## config.mk

```make
export PLATFORM = sky130hd
export DESIGN_NAME = fsa_cmd_queue
export DESIGN_NICKNAME = d
export VERILOG_FILES = /design/src/rtl/fsa_pkg.sv /design/src/rtl/fsa_cmd_queue.sv
export SDC_FILE = /design/constraint.sdc
export NUM_CORES = 1
export LEC_CHECK = 0
export BUFFER_PORTS_ARGS = -buffer_cell sky130_fd_sc_hd__buf_2
export CORE_MARGIN = 4
export CORE_UTILIZATION = 40
export CTS_BUF_LIST = sky130_fd_sc_hd__clkbuf_4 sky130_fd_sc_hd__clkbuf_8
export CTS_CLUSTER_SIZE = 16
export DETAILED_ROUTE_END_ITERATION = 16
export GPL_ROUTABILITY_DRIVEN = 0
export GPL_TIMING_DRIVEN = 0
export SLEW_MARGIN = 15
export SYNTH_ARGS = -nofsm -noshare
export SYNTH_HDL_FRONTEND = slang
export SYNTH_SLANG_ARGS = --single-unit
```

## constraint.sdc

```tcl
create_clock -name i_clk -period 1.7 [get_ports i_clk]
set_input_delay 0 -clock i_clk [delete_from_list [all_inputs] [get_ports i_clk]]
set_output_delay 0 -clock i_clk [all_outputs]
set_load 0.1 [all_outputs]
```

## src/rtl/fsa_pkg.sv

```systemverilog
// Shared constants, types and helpers of the segment allocator.
`default_nettype none
package fsa_pkg;

    // Pool geometry
    localparam int MAX_SEGMENTS = 1024;
    localparam int ADDR_BITS    = 48;
    localparam int ID_W         = $clog2(MAX_SEGMENTS);
    localparam int CNT_W        = $clog2(MAX_SEGMENTS + 1);
    localparam int SIZE_W       = 33;
    localparam int BASE_W       = 48;
    localparam int OUT_ADDR_W   = 48;
    localparam int TOTAL_W      = 64;
    localparam int PROD_W       = ID_W + SIZE_W;
    localparam logic [63:0] ADDR_MASK =
        (ADDR_BITS >= 64) ? {64{1'b1}} : ((64'd1 << ADDR_BITS) - 64'd1);

    // Configuration port
    localparam int APB_AW    = 5;
    localparam int APB_DW    = 64;
    localparam int REG_IDX_W = 2;
    localparam logic [REG_IDX_W-1:0] REG_SEGMENT_COUNT = 2'd0;
    localparam logic [REG_IDX_W-1:0] REG_SEG_BYTES     = 2'd1;
    localparam logic [REG_IDX_W-1:0] REG_BASE_ADDRESS  = 2'd2;

    localparam logic [CNT_W-1:0]  RST_SEGMENT_COUNT = CNT_W'(1024);
    localparam logic [SIZE_W-1:0] RST_SEG_BYTES     = SIZE_W'(4194304);
    localparam logic [BASE_W-1:0] RST_BASE_ADDRESS  = '0;

    // Command queue between front and back
    localparam int CMDQ_DEPTH = 2;
    localparam int CMDQ_PTR_W = $clog2(CMDQ_DEPTH);
    localparam int CMDQ_CNT_W = $clog2(CMDQ_DEPTH + 1);

    // Request modes
    localparam logic MODE_ALLOC   = 1'b0;
    localparam logic MODE_RELEASE = 1'b1;

    typedef enum logic [1:0] {
        ST_OK          = 2'd0,
        ST_NO_FREE     = 2'd1,
        ST_NONE_IN_USE = 2'd2
    } t_status;

    typedef struct packed {
        logic [CNT_W-1:0]  segment_count;
        logic [SIZE_W-1:0] seg_bytes;
        logic [BASE_W-1:0] base_address;
    } t_cfg;

    typedef struct packed {
        logic            is_release;
        logic [ID_W-1:0] id;
    } t_cmd;

    // Step a returned-queue pointer with wrap at the pool depth
    function automatic logic [ID_W-1:0] next_ptr(input logic [ID_W-1:0] ptr);
        logic [ID_W-1:0] nxt;
        if (ptr == ID_W'(MAX_SEGMENTS - 1)) begin
            nxt = '0;
        end else begin
            nxt = ptr + 1'b1;
        end
        return nxt;
    endfunction

endpackage
`default_nettype wire

```

## src/rtl/fsa_cmd_queue.sv

```systemverilog
// Short command queue that decouples the front end from the back end.
`default_nettype none
module fsa_cmd_queue (
    input  wire                    i_clk,
    input  wire                    i_rst_n,
    input  wire                    i_push,
    input  fsa_pkg::t_cmd          i_cmd,
    input  wire                    i_pop,
    output logic                   o_valid,
    output fsa_pkg::t_cmd          o_cmd,
    output logic                   o_full
);
    import fsa_pkg::*;

    t_cmd                  r_entry [CMDQ_DEPTH];
    logic [CMDQ_PTR_W-1:0] r_wr_ptr;
    logic [CMDQ_PTR_W-1:0] r_rd_ptr;
    logic [CMDQ_CNT_W-1:0] r_fill;
    logic                  do_pop;

    function automatic logic [CMDQ_PTR_W-1:0] step(input logic [CMDQ_PTR_W-1:0] p);
        logic [CMDQ_PTR_W-1:0] nxt;
        if (p == CMDQ_PTR_W'(CMDQ_DEPTH - 1)) begin
            nxt = '0;
        end else begin
            nxt = p + 1'b1;
        end
        return nxt;
    endfunction

    assign o_valid = (r_fill != '0);
    assign o_full  = (r_fill == CMDQ_CNT_W'(CMDQ_DEPTH));
    assign o_cmd   = r_entry[r_rd_ptr];
    assign do_pop  = i_pop && o_valid;

    always_ff @(posedge i_clk) begin
        if (!i_rst_n) begin
            r_wr_ptr <= '0;
            r_rd_ptr <= '0;
            r_fill   <= '0;
        end else begin
            if (i_push) begin
                r_wr_ptr <= step(r_wr_ptr);
            end
            if (do_pop) begin
                r_rd_ptr <= step(r_rd_ptr);
            end
            if (i_push && !do_pop) begin
                r_fill <= r_fill + 1'b1;
            end else if (!i_push && do_pop) begin
                r_fill <= r_fill - 1'b1;
            end
        end
    end

    always_ff @(posedge i_clk) begin
        if (i_push) begin
            r_entry[r_wr_ptr] <= i_cmd;
        end
    end

endmodule
`default_nettype wire

```

# --- Word-level counts from Yosys, hierarchy flattened ---
# Memory sizes are Yosys's and may differ from the RTL's. A register that Yosys moved wholly into a read port is not among the register bits.
# Index checks and enable logic that the tools add are counted.
word_totals:
  out_inout_bits: 13
  wordCells: 24
  mem_count: 1
  regBits: 4
  mem_bits_rw: 22
  in_bits: 15
memory_table:
  columns: ["memory", "words", "width", "rd", "rd_clocked_by_memory_dff", "wr", "line", "rtl"]
  rows:
  - ["r_entry", 2, 11, 1, 1, 1, "fsa_cmd_queue.sv:15", "t_cmd r_entry [CMDQ_DEPTH];"]
classes:
  reduce_logical: 7
  add_sub_neg: 4
  muxes: 8
  n_eq_ne: 1
op_table:
  columns: ["cell", "n"]
  rows:
  - ["$mux 1", 6]
  - ["$mux 2", 2]
  - ["$reduce_bool 2->1", 2]
  - ["$logic_and 1x1->1", 3]
  - ["$add 1x1->1 const B", 2]
  - ["$add 2x1->2 const B", 1]
  - ["$eq 2x2->1 const B", 1]
  - ["$logic_not 1->1", 2]
  - ["$sub 2x1->2 const B", 1]

# --- Depth between registers and ports, before layout ---
logic_depth:
  word_depth: 5
  mapped_depth: 5
  depth_no_buf: 5

# --- Worst setup path before layout ---
# No wires, ideal clock.
synth_path:
  kind: "register -> output"
  startpoint: "register r_fill[1]"
  endpoint: "output port o_full"
  required_ns: 1.700
  stages_incl_launch_ff: 2
  path_buffers: 0
  slack_ns: -0.001
  arrival_ns: 1.701
  cell_sequence: "dfxtp_1 > nor2b_1"
synth_via:
  elab_chain_cells: 1
synth_lines:
  columns: ["element", "line", "rtl"]
  rows:
  - ["start: declaration", "fsa_cmd_queue.sv:18", "logic [CMDQ_CNT_W-1:0] r_fill;"]
  - ["start signal: assignment", "fsa_cmd_queue.sv:49", "r_fill <= r_fill + 1'b1;"]
  - ["start signal: assignment", "fsa_cmd_queue.sv:51", "r_fill <= r_fill - 1'b1;"]
  - ["$eq 2x2->1", "fsa_cmd_queue.sv:32", "assign o_full = (r_fill == CMDQ_CNT_W'(CMDQ_DEPTH));"]
  - ["end: declaration", "fsa_cmd_queue.sv:11", "output logic o_full"]
# Every way passes these cells.

==> impl_metrics.toml <==
[status]
outcome = "complete, no violations"

[route]
drcViolationCount = 0
first_pass_iters = 2
wl_per_cell_um = 12.53
drt-vias-per-instance = 4.701
ant_nets = 0
vias = 597
drt_wl_total_um = 1591
first_iter_violations = 7

[yosys]
synth_edf_count = 22
yosysMostFrequentCell = "edfxtp_1"
async_flop_share_pct = 0
synth_common_cells = "edfxtp_1, mux2_2, dfxtp_1, and2_1, nor2b_1"
netlist_area_um2 = 1010
synth_top_area_share_pct = 65.43
ys_ff_latch = 27
yosysTopAreaCell = "edfxtp_1"
yosysSeqAreaShare_pct = 75.34
synth.area.top_cells = "edfxtp_1, mux2_2, dfxtp_1"
postSynthCellCount = 56
syn_nets = 72
yosys_warnings = 0
syn_avg_cell_area_um2 = 18.03
synth.distinct_cells = 15
synth_top_flop_cell = "edfxtp_1"

[setup_path]
cp_max_fo = 10
cp_top_family = "buffers and inverters"
path_cells = "buf_2, mux2_2, buf_2"
cp_common_cell = "buf_2"
path_buf_inv = 2
end_kind = "primary output"
arrival_ns = 1.60
timing.rr.end = "r_entry[0][2]$_DFFE_PP_"
startpoint_type = "flip-flop"
worst-setup-path-type = "flip-flop to primary output"
critPathRequiredTime_ns = 1.70
slowest_stage = "dfxtp_1"
r2r_cells = 1
r2r_slack_ns = 0.19
reg2reg_from = "r_wr_ptr$_SDFFE_PN0P_"
cp_slowest_stage_delay_ns = 0.37

[final_layout]
area_growth_pct = 31.72
num_antenna_cells = 0
drive_above_1_share_pct = 45.45
nNetsFinal = 116

[sta]
setup_viol = 0
hold_violations = 0
grt_setup_unrepaired = "no"
fin_ws_ns = 0.1041
worst_slew_pin_slew_ns = 1.037
finalCritPeriodShare_pct = 93.88
setup_tns_ns = 0
skew_ns = 0.01258
slew-limit-headroom_pct = 30.71
max_freq_mhz = 626.6
maxSlewViolCount = 0
layout_min_cycle_time_ns = 1.596

[pwr]
vdd_drop_max_mv = 1.002
powerDensity_nw_per_um2 = 1708
leakagePower_nw = 0.5177

[hold_path]
min_path_type = "input pin to flip-flop"
holdPathEnd = "r_wr_ptr$_SDFFE_PN0P_"
holdPathStages = 3
min_from = "i_push"

[clock_tree]
htree_levels = 1
post-cts-setup-buffers = 0
cts_buffers = 3
cts_tree = "yes"
cts_sinks = 27
clkTransAtPathRegs_ns = 0.14
root_buffer = "clkbuf_4"
insertion_delay_ns = 0.32
cts_max_path_buffers = 2

[placed_design]
pre_cts_ws_ns = 0.1793
hpwl_um = 1080
portBuffers = 27

[global_route]
grt_use_met2_pct = 19.35
overflow = 0
grt_pass1_wl_um = 2815
grtUsageMet3_pct = 2.004
grt.busiest_layer = "met2"
grt_max_degree = 16
grt_antenna_before_repair = 0
grt_util_met1_pct = 12.91
grt_pass1_vias = 671
grt_usage_pct = 10.99

[die]
initial_utilization_pct = 43.95
pin_count = 28
die_w_um = 58.24
row_count = 17
die_y_um = 58.24
core_area_um2 = 2297
dieArea_um2 = 3392

[run]
maxCapViolCount = 0
[cell families (layout without fill, tap and decap cells)]
| family | after synthesis | count (layout) | share of synthesized area, % |
|---|---|---|---|
| AND/OR/NAND/NOR | 9 | 9 | 5.577 |
| buffers and inverters | 1 | 44 | 0.4952 |
| AO/OA/AOI/OAI | 4 | 4 | 2.478 |
| adder cells (fa/ha/maj) | 1 | 1 | 1.239 |
| flip-flops | 27 | 27 | 75.34 |
| XOR/XNOR | 3 | 3 | 2.603 |
| multiplexers | 11 | 11 | 12.27 |
[state kept, by name (all words and copies together), names as in the netlist, named ones only]
name	cells
r_entry	22
r_fill	2
r_rd_ptr	1
r_wr_ptr	1
[report_power, final]
| part | total, W | internal [W] | switching [W] |
|---|---|---|---|
| registers | 0.000839 | 0.000791 | 0.0000487 |
| logic | 0.00117 | 0.000274 | 0.000897 |
| clock network | 0.000262 | 0.0000879 | 0.000174 |
[area by class of cell]
class / instances / area, um2
flip-flops and latches: 27 / 760.7
well taps: 28 / 35.03
fillers: 188 / 967.2
clock buffers: 3 / 22.52
plain buffers: 1 / 5.005
repair buffers: 39 / 255.2
multi-input cells: 28 / 246.5
clock inverters: 1 / 5.005
[cells in the final DEF (no fill, tap or decap), types with 2 or more instances in the layout]
cell type,n
buf_2,28
edfxtp_1,22
dlygate4sd3_1,12
mux2_2,11
dfxtp_1,5
and2_1,4
clkbuf_4,3
xnor2_1,2
nor2b_1,2
[metal layers]
layer  routed length (um)  vias to the layer above
met4                   28                        0
li1                     -                      293
met2                  783                       18
met3                   97                        4
met5                    0                        -
met1                  681                      282
[worst max path at each step]
stage,from,endpoint,slack (ns),cells past startpoint
floorplan,r_fill[0]$_SDFFE_PN0P_,r_fill[1]$_SDFFE_PN0P_,0.36,4
global placement,r_wr_ptr$_SDFFE_PN0P_,r_entry[0][7]$_DFFE_PP_,0.17,1
detailed placement,r_wr_ptr$_SDFFE_PN0P_,r_entry[0][7]$_DFFE_PP_,0.18,1
CTS,flip-flop,o_cmd[9],0.07,3
global route,flip-flop,o_cmd[7],0.01,3
finish,flip-flop,o_cmd[9],0.10,3
[stage by stage]
| stage | area [um2] | hold WS [ns] | total power (W) | instances | utilization, % |
|---|---|---|---|---|---|
| floorplan | 1012 | 0.09887 | 0.001859 | 56 | - |
| global placement | 1182 | 0.1874 | 0.002002 | 111 | 51.47 |
| detailed placement | 1182 | 0.1927 | 0.002015 | 111 | 51.47 |
| CTS | 1330 | 0.009639 | 0.002298 | 127 | 57.90 |
| global route | 1330 | 0.02473 | 0.002374 | 127 | 57.90 |
| finish | 1330 | 0.03066 | 0.002272 | 127 | 57.90 |
[what timing repair did]
action,4_1_cts,5_1_grt
setup endpoints to repair,0,0
gates resized for setup,0,0
endpoints found under the hold margin,27,0
hold buffers,12,0
Power figures use the tool's default switching activity.
