[config.mk]
export PLATFORM = sky130hd
export DESIGN_NAME = fsa_front
export DESIGN_NICKNAME = d
export VERILOG_FILES = /design/src/rtl/fsa_pkg.sv /design/src/rtl/fsa_front.sv
export SDC_FILE = /design/constraint.sdc
export NUM_CORES = 1
export LEC_CHECK = 0
export ABC_AREA = 1
export BUFFER_PORTS_ARGS = -buffer_cell sky130_fd_sc_hd__buf_2
export CAP_MARGIN = 20
export CORE_ASPECT_RATIO = 0.9
export CORE_MARGIN = 2
export CORE_UTILIZATION = 48
export DETAILED_ROUTE_END_ITERATION = 6
export GPL_TIMING_DRIVEN = 1
export PLACE_DENSITY = 0.86
export SYNTH_ARGS = -nofsm -noshare
export SYNTH_HDL_FRONTEND = slang
export SYNTH_SLANG_ARGS = --single-unit
[constraint.sdc]
create_clock -name i_clk -period 1.7 [get_ports i_clk]
set_clock_uncertainty 0.15 [all_clocks]
set_input_delay 0 -clock i_clk [delete_from_list [all_inputs] [get_ports i_clk]]
set_output_delay 0 -clock i_clk [all_outputs]
set_load 0.05 [all_outputs]
[src/rtl/fsa_pkg.sv]
// Shared constants, types and helpers of the segment allocator.
`default_nettype none
package fsa_pkg;

    // Pool geometry
    localparam int MAX_SEGMENTS = 1024;
    localparam int ADDR_BITS    = 48;
    localparam int ID_W         = $clog2(MAX_SEGMENTS);
    localparam int CNT_W        = $clog2(MAX_SEGMENTS + 1);
    localparam int SIZE_W       = 33;
    localparam int BASE_W       = 48;
    localparam int OUT_ADDR_W   = 48;
    localparam int TOTAL_W      = 64;
    localparam int PROD_W       = ID_W + SIZE_W;
    localparam logic [63:0] ADDR_MASK =
        (ADDR_BITS >= 64) ? {64{1'b1}} : ((64'd1 << ADDR_BITS) - 64'd1);

    // Configuration port
    localparam int APB_AW    = 5;
    localparam int APB_DW    = 64;
    localparam int REG_IDX_W = 2;
    localparam logic [REG_IDX_W-1:0] REG_SEGMENT_COUNT = 2'd0;
    localparam logic [REG_IDX_W-1:0] REG_SEG_BYTES     = 2'd1;
    localparam logic [REG_IDX_W-1:0] REG_BASE_ADDRESS  = 2'd2;

    localparam logic [CNT_W-1:0]  RST_SEGMENT_COUNT = CNT_W'(1024);
    localparam logic [SIZE_W-1:0] RST_SEG_BYTES     = SIZE_W'(4194304);
    localparam logic [BASE_W-1:0] RST_BASE_ADDRESS  = '0;

    // Command queue between front and back
    localparam int CMDQ_DEPTH = 2;
    localparam int CMDQ_PTR_W = $clog2(CMDQ_DEPTH);
    localparam int CMDQ_CNT_W = $clog2(CMDQ_DEPTH + 1);

    // Request modes
    localparam logic MODE_ALLOC   = 1'b0;
    localparam logic MODE_RELEASE = 1'b1;

    typedef enum logic [1:0] {
        ST_OK          = 2'd0,
        ST_NO_FREE     = 2'd1,
        ST_NONE_IN_USE = 2'd2
    } t_status;

    typedef struct packed {
        logic [CNT_W-1:0]  segment_count;
        logic [SIZE_W-1:0] seg_bytes;
        logic [BASE_W-1:0] base_address;
    } t_cfg;

    typedef struct packed {
        logic            is_release;
        logic [ID_W-1:0] id;
    } t_cmd;

    // Step a returned-queue pointer with wrap at the pool depth
    function automatic logic [ID_W-1:0] next_ptr(input logic [ID_W-1:0] ptr);
        logic [ID_W-1:0] nxt;
        if (ptr == ID_W'(MAX_SEGMENTS - 1)) begin
            nxt = '0;
        end else begin
            nxt = ptr + 1'b1;
        end
        return nxt;
    endfunction

endpackage
`default_nettype wire

[src/rtl/fsa_front.sv]
// Front end: configuration registers, request acceptance and classification.
`default_nettype none
module fsa_front (
    input  wire                                 i_clk,
    input  wire                                 i_rst_n,
    input  wire                                 psel,
    input  wire                                 penable,
    input  wire                                 pwrite,
    input  wire [fsa_pkg::APB_AW-1:0]           paddr,
    input  wire [fsa_pkg::APB_DW-1:0]           pwdata,
    output logic [fsa_pkg::APB_DW-1:0]          prdata,
    output logic                                pready,
    input  wire                                 start,
    output logic                                busy,
    input  wire                                 i_mode,
    input  wire [fsa_pkg::ID_W-1:0]             i_release_id,
    input  wire                                 i_queue_full,
    output logic                                o_push,
    output fsa_pkg::t_cmd                       o_cmd,
    output fsa_pkg::t_cfg                       o_cfg
);
    import fsa_pkg::*;

    logic [CNT_W-1:0]     r_segment_count;
    logic [SIZE_W-1:0]    r_seg_bytes;
    logic [BASE_W-1:0]    r_base_address;
    logic                 cfg_we;
    logic [REG_IDX_W-1:0] reg_idx;

    assign pready  = 1'b1;
    assign reg_idx = paddr[APB_AW-1:3];
    assign cfg_we  = psel && penable && pwrite && pready;

    always_ff @(posedge i_clk) begin
        if (!i_rst_n) begin
            r_segment_count <= RST_SEGMENT_COUNT;
            r_seg_bytes     <= RST_SEG_BYTES;
            r_base_address  <= RST_BASE_ADDRESS;
        end else if (cfg_we) begin
            case (reg_idx)
                REG_SEGMENT_COUNT: r_segment_count <= pwdata[CNT_W-1:0];
                REG_SEG_BYTES:     r_seg_bytes     <= pwdata[SIZE_W-1:0];
                REG_BASE_ADDRESS:  r_base_address  <= pwdata[BASE_W-1:0];
                default: ;
            endcase
        end
    end

    always_comb begin
        case (reg_idx)
            REG_SEGMENT_COUNT: prdata = APB_DW'(r_segment_count);
            REG_SEG_BYTES:     prdata = APB_DW'(r_seg_bytes);
            REG_BASE_ADDRESS:  prdata = APB_DW'(r_base_address);
            default:           prdata = '0;
        endcase
    end

    assign o_cfg.segment_count = r_segment_count;
    assign o_cfg.seg_bytes     = r_seg_bytes;
    assign o_cfg.base_address  = r_base_address;

    // Take a request whenever the command queue has room
    assign busy             = i_queue_full;
    assign o_push           = start && !busy;
    assign o_cmd.is_release = (i_mode == MODE_RELEASE);
    assign o_cmd.id         = i_release_id;

endmodule
`default_nettype wire

## Word-level counts from Yosys, hierarchy flattened

Cells that the tools add are included.

| storage, ports and cells | value |
|---|---|
| logic and storage cells | 14 |
| input port bits | 87 |
| register bits after elaboration | 92 |

| cells by class | value |
|---|---|
| muxes and demuxes | 1 |
| eq/ne operators | 2 |
| reductions and logical operators | 8 |

Operator list:

| operator | number |
|---|---|
| $pmux 48 s3 | 1 |
| $reduce_and 2->1 | 3 |
| $logic_and 1x1->1 | 3 |
| $eq 2x1->1 const B | 1 |
| $eq 2x2->1 const B | 1 |
| $logic_not 2->1 | 1 |
| $logic_not 1->1 | 1 |

## Longest topological paths before layout

| logic depth | value |
|---|---|
| depth after elaboration | 3 |
| mapped depth | 7 |
| gate-level depth less buffers | 5 |

## Least setup slack after synthesis

OpenSTA, ideal clock, no wires.

| path | value |
|---|---|
| kind | reg-to-output |
| start | register r_base_address[33] |
| end | output prdata[33] (netlist bit) |
| stages on the path, launching flop included | 3 |
| data required time | 1.550 ns |
| buffers on the path | 0 |
| arrival | 1.379 ns |
| setup slack | 0.171 ns |
| cells stage by stage | dfxtp_1 inv_1 nor2_1 |

| on the way | value |
|---|---|
| cells in the longest elaborated chain, start to end | 1 |

RTL lines:

| item | line | text |
|---|---|---|
| from (decl) | fsa_front.sv:26 | `logic [BASE_W-1:0] r_base_address;` |
| from (signal assigned) | fsa_front.sv:43 | `REG_BASE_ADDRESS: r_base_address <= pwdata[BASE_W-1:0];` |
| $pmux 48 s3 | fsa_front.sv:50 | `case (reg_idx)` |
| to (decl) | fsa_front.sv:11 | `output logic [fsa_pkg::APB_DW-1:0] prdata,` |

No other way between the ends.

## Final worst setup path

| path | value |
|---|---|
| start | input i_rst_n |
| end | register r_segment_count[10] |

RTL lines:

| item | line | text |
|---|---|---|
| from (decl) | fsa_front.sv:5 | `input wire i_rst_n,` |
| to (signal assigned) | fsa_front.sv:41 | `REG_SEGMENT_COUNT: r_segment_count <= pwdata[CNT_W-1:0];` |
| to (decl) | fsa_front.sv:24 | `logic [CNT_W-1:0] r_segment_count;` |

No word-level cell between the ends.

==> impl_metrics.py <==
metrics = {
    "critical_path": {
        "path_common_cell": "dlygate4sd3_1",
        "setup.worst_path.start_class": "input pin",
        "crit_type": "input pin to flop",
        "critical_path.cell_chain": "dlygate4sd3_1 > buf_2 > buf_12 > nand3_1 > dlygate4sd3_1",
        "r2r_setup_slack_ns": 0.39,
        "timing.rr.start": "r_segment_count[10]",
        "reg2reg_to": "r_segment_count[10]",
        "rr_worst_depth": 3,
        "critPathMaxStageDelay_ns": 0.56,
        "crit_required_ns": 1.79,
        "cp_slowest_cell": "dlygate4sd3_1",
        "cp_max_fo": 92,
        "critPathArrivalTime_ns": 1.72,
        "cp-end-kind": "flop",
    },
    "logic_synthesis": {
        "syn_area_per_cell_um2": 6.16,
        "synthesis.area_mm2": 0.00456,
        "synthMuxAreaShare": 0,
        "syn_inst": 740,
        "synth-simple-area-share": 0.444,
        "synth_xor_xnor_area_share": 0,
        "synth_seq_cells": 92,
        "synth_top_family_by_area": "simple AND/OR/NAND/NOR gates",
        "yosysSeqAreaShare": 0.404,
        "yosysUniqueCellTypes": 14,
        "synth-adder-area-share": 0,
        "synth_compound_area_frac": 0.00219,
        "synth_warnings": 0,
    },
    "timing": {
        "max_freq_mhz": 615,
        "setup_viol": 0,
        "maxSlewHeadroom": 0.643,
        "rsz0062_at_grt": "no",
        "layout_min_cycle_time_ns": 1.63,
        "setup_tns_ns": 0,
        "worstMarginPinSlew_ns": 0.534,
        "hold_viol_final": 0,
        "fin_crit_sh": 0.956,
        "setup_ws_ns": 0.0750,
        "slew_violations": 0,
    },
    "cts": {
        "insertion_delay_ns": 0.34,
        "cts_tree": "done",
        "clock-sinks": 92,
        "cts_buffer_depth": 2,
        "htreeDepth": 3,
        "path_clk_slew_ns": 0.09,
        "post_cts_buffers": 0,
        "cts-root-buf": "clkbuf_8",
        "numCtsBuffers": 9,
    },
    "final_layout": {
        "diodes": 0,
        "fillers": 787,
        "layout-drive-gt1-share": 0.242,
        "finalNetCount": 1053,
        "area_delta_synth_final_pct": 39.4,
    },
    "routing": {
        "initialDrtViolationCount": 230,
        "finalWirelength_um": 13600,
        "vias": 5177,
        "wl_per_cell_um": 12.4,
        "drtAntennaViolNets": 0,
        "dr.pass1.iters": 5,
        "vias_per_cell": 4.74,
        "drc_errors": 0,
    },
    "floorplanning": {
        "start_util": 0.498,
        "io_pins": 257,
        "row_count": 33,
        "die_height_um": 96.5,
        "dieArea_mm2": 0.0103,
        "fp.dieW_um": 107,
        "coreArea_mm2": 0.00917,
    },
    "placement": {
        "numPortBuffers": 198,
        "dpl_worst_slack_ns": 0.404,
        "routabilityCongestion": 0.775,
        "dp_hpwl_um": 8410,
    },
    "power": {
        "max-vdd-ir-drop_v": 0.000545,
        "pwr_density_cell_mw_per_mm2": 758,
        "p_leak_nw": 3.42,
    },
    "job": {
        "cap_violations": 0,
    },
    "run_status": {
        "status": "finished clean",
    },
    "min_path": {
        "hold_start": "paddr[4]",
        "whs_path_depth": 6,
        "worstHoldEndpoint": "r_segment_count[9]",
        "min_path_type": "input pin to flop",
    },
    "global_routing": {
        "grt_pass1_wl_um": 21100,
        "antenna_found_initial": 1,
        "grt_max_degree": 93,
        "grt_pass1_vias": 4437,
        "grt-ovfl-total": 0,
        "grt_usage": 0.255,
    },
}
through the flow:
stage | util | power, mW | hold WS, ns | instance area [um2] | cells
final | 0.694 | 4.82 | 0.0255 | 6360 | 1092
after global routing | 0.694 | 5.03 | 0.0618 | 6360 | 1092
after CTS | 0.694 | 4.85 | 0.0119 | 6360 | 1092
after detailed placement | 0.603 | 3.10 | -0.150 | 5520 | 1015
after global placement | 0.603 | 3.09 | -0.150 | 5520 | 1015
after floorplan | - | 2.98 | -0.0238 | 4620 | 755
cell families after synthesis:
kind of cell | Yosys count
compound gates | 2
flops | 92
buf+inv | 142
simple gates | 502
other cells | 2
synthesized netlist by cell type:
master | n | area share
nor2_2 | 3 | 0.0041
inv_2 | 2 | 0.0016
buf_4 | 32 | 0.053
buf_1 | 8 | 0.0066
nand2_1 | 194 | 0.16
inv_1 | 65 | 0.053
dfxtp_1 | 92 | 0.40
conb_1 | 2 | 0.0016
clkbuf_1 | 16 | 0.013
nor2_1 | 200 | 0.16
nand3_1 | 104 | 0.11
buf_2 | 19 | 0.021
o21ai_0 | 2 | 0.0022
nand2_2 | 1 | 0.0014
critical path: cells and delay by family:
kind,cells,cell delay [ns]
and+or+nand+nor,1,0.11
buffers and inverters,4,1.54
worst max path at each step:
stage / from / endpoint / slack [ns] / cells after the start
finish: i_rst_n / r_segment_count[10] / 0.07 / 5
global route: i_rst_n / r_segment_count[10] / 0.04 / 5
CTS: i_rst_n / r_seg_bytes[22] / 0.14 / 5
detailed placement: paddr[4] / prdata[7] / 0.40 / 7
global placement: paddr[4] / prdata[7] / 0.43 / 7
floorplan: r_base_address[33] / prdata[33] / 0.17 / 2
where the power goes:
group,switching [mW],internal [mW],total (mW)
clock,0.735,0.862,1.60
sequential,0.0370,2.20,2.24
combinational,0.688,0.296,0.984
cell type report:
| class | instances | area, um2 | share of cell area |
|---|---|---|---|
| Sequential cell | 92 | 1840 | 0.290 |
| Clock inverter | 4 | 73.8 | 0.0116 |
| Tap cell | 122 | 153 | 0.0240 |
| Timing Repair Buffer | 275 | 1770 | 0.279 |
| Inverter | 67 | 251 | 0.0396 |
| Multi-Input combinational cell | 521 | 2120 | 0.334 |
| Clock buffer | 11 | 141 | 0.0222 |
flip-flops by register name, summed over array words and instances (netlist names):
| signal | cells |
|---|---|
| r_base_address | 48 |
| r_seg_bytes | 33 |
| r_segment_count | 11 |
cells in the final DEF, fill, tap and decap left out:
cell type and count:
nor2_1 198, buf_2 198, nand2_1 194, nand3_1 104, dfxtp_1 92, inv_1 65, dlygate4sd3_1 62, conb_1 17
buf_4 11, clkbuf_8 10, nor2_4 4, buf_12 4, inv_2 2, o21ai_0 2, bufinv_16 2, nand2_2 1
nor2_2 1, clkinv_2 1, clkinv_4 1, clkbuf_1 1
routing by layer:
layer | GRT usage | vias to the layer above | wire length, um
met4 | 0.0574 | 2 | 220
met5 | 0 | - | 13
met3 | 0.0597 | 21 | 830
met2 | 0.471 | 181 | 6970
li1 | - | 2635 | -
met1 | 0.304 | 2338 | 5520
what timing repair did:
action	in CTS	in global routing
hold buffers	62	0
hold endpoints to repair	103	0
resized for setup	0	0
No activity file was read; power rests on OpenSTA's default activity.
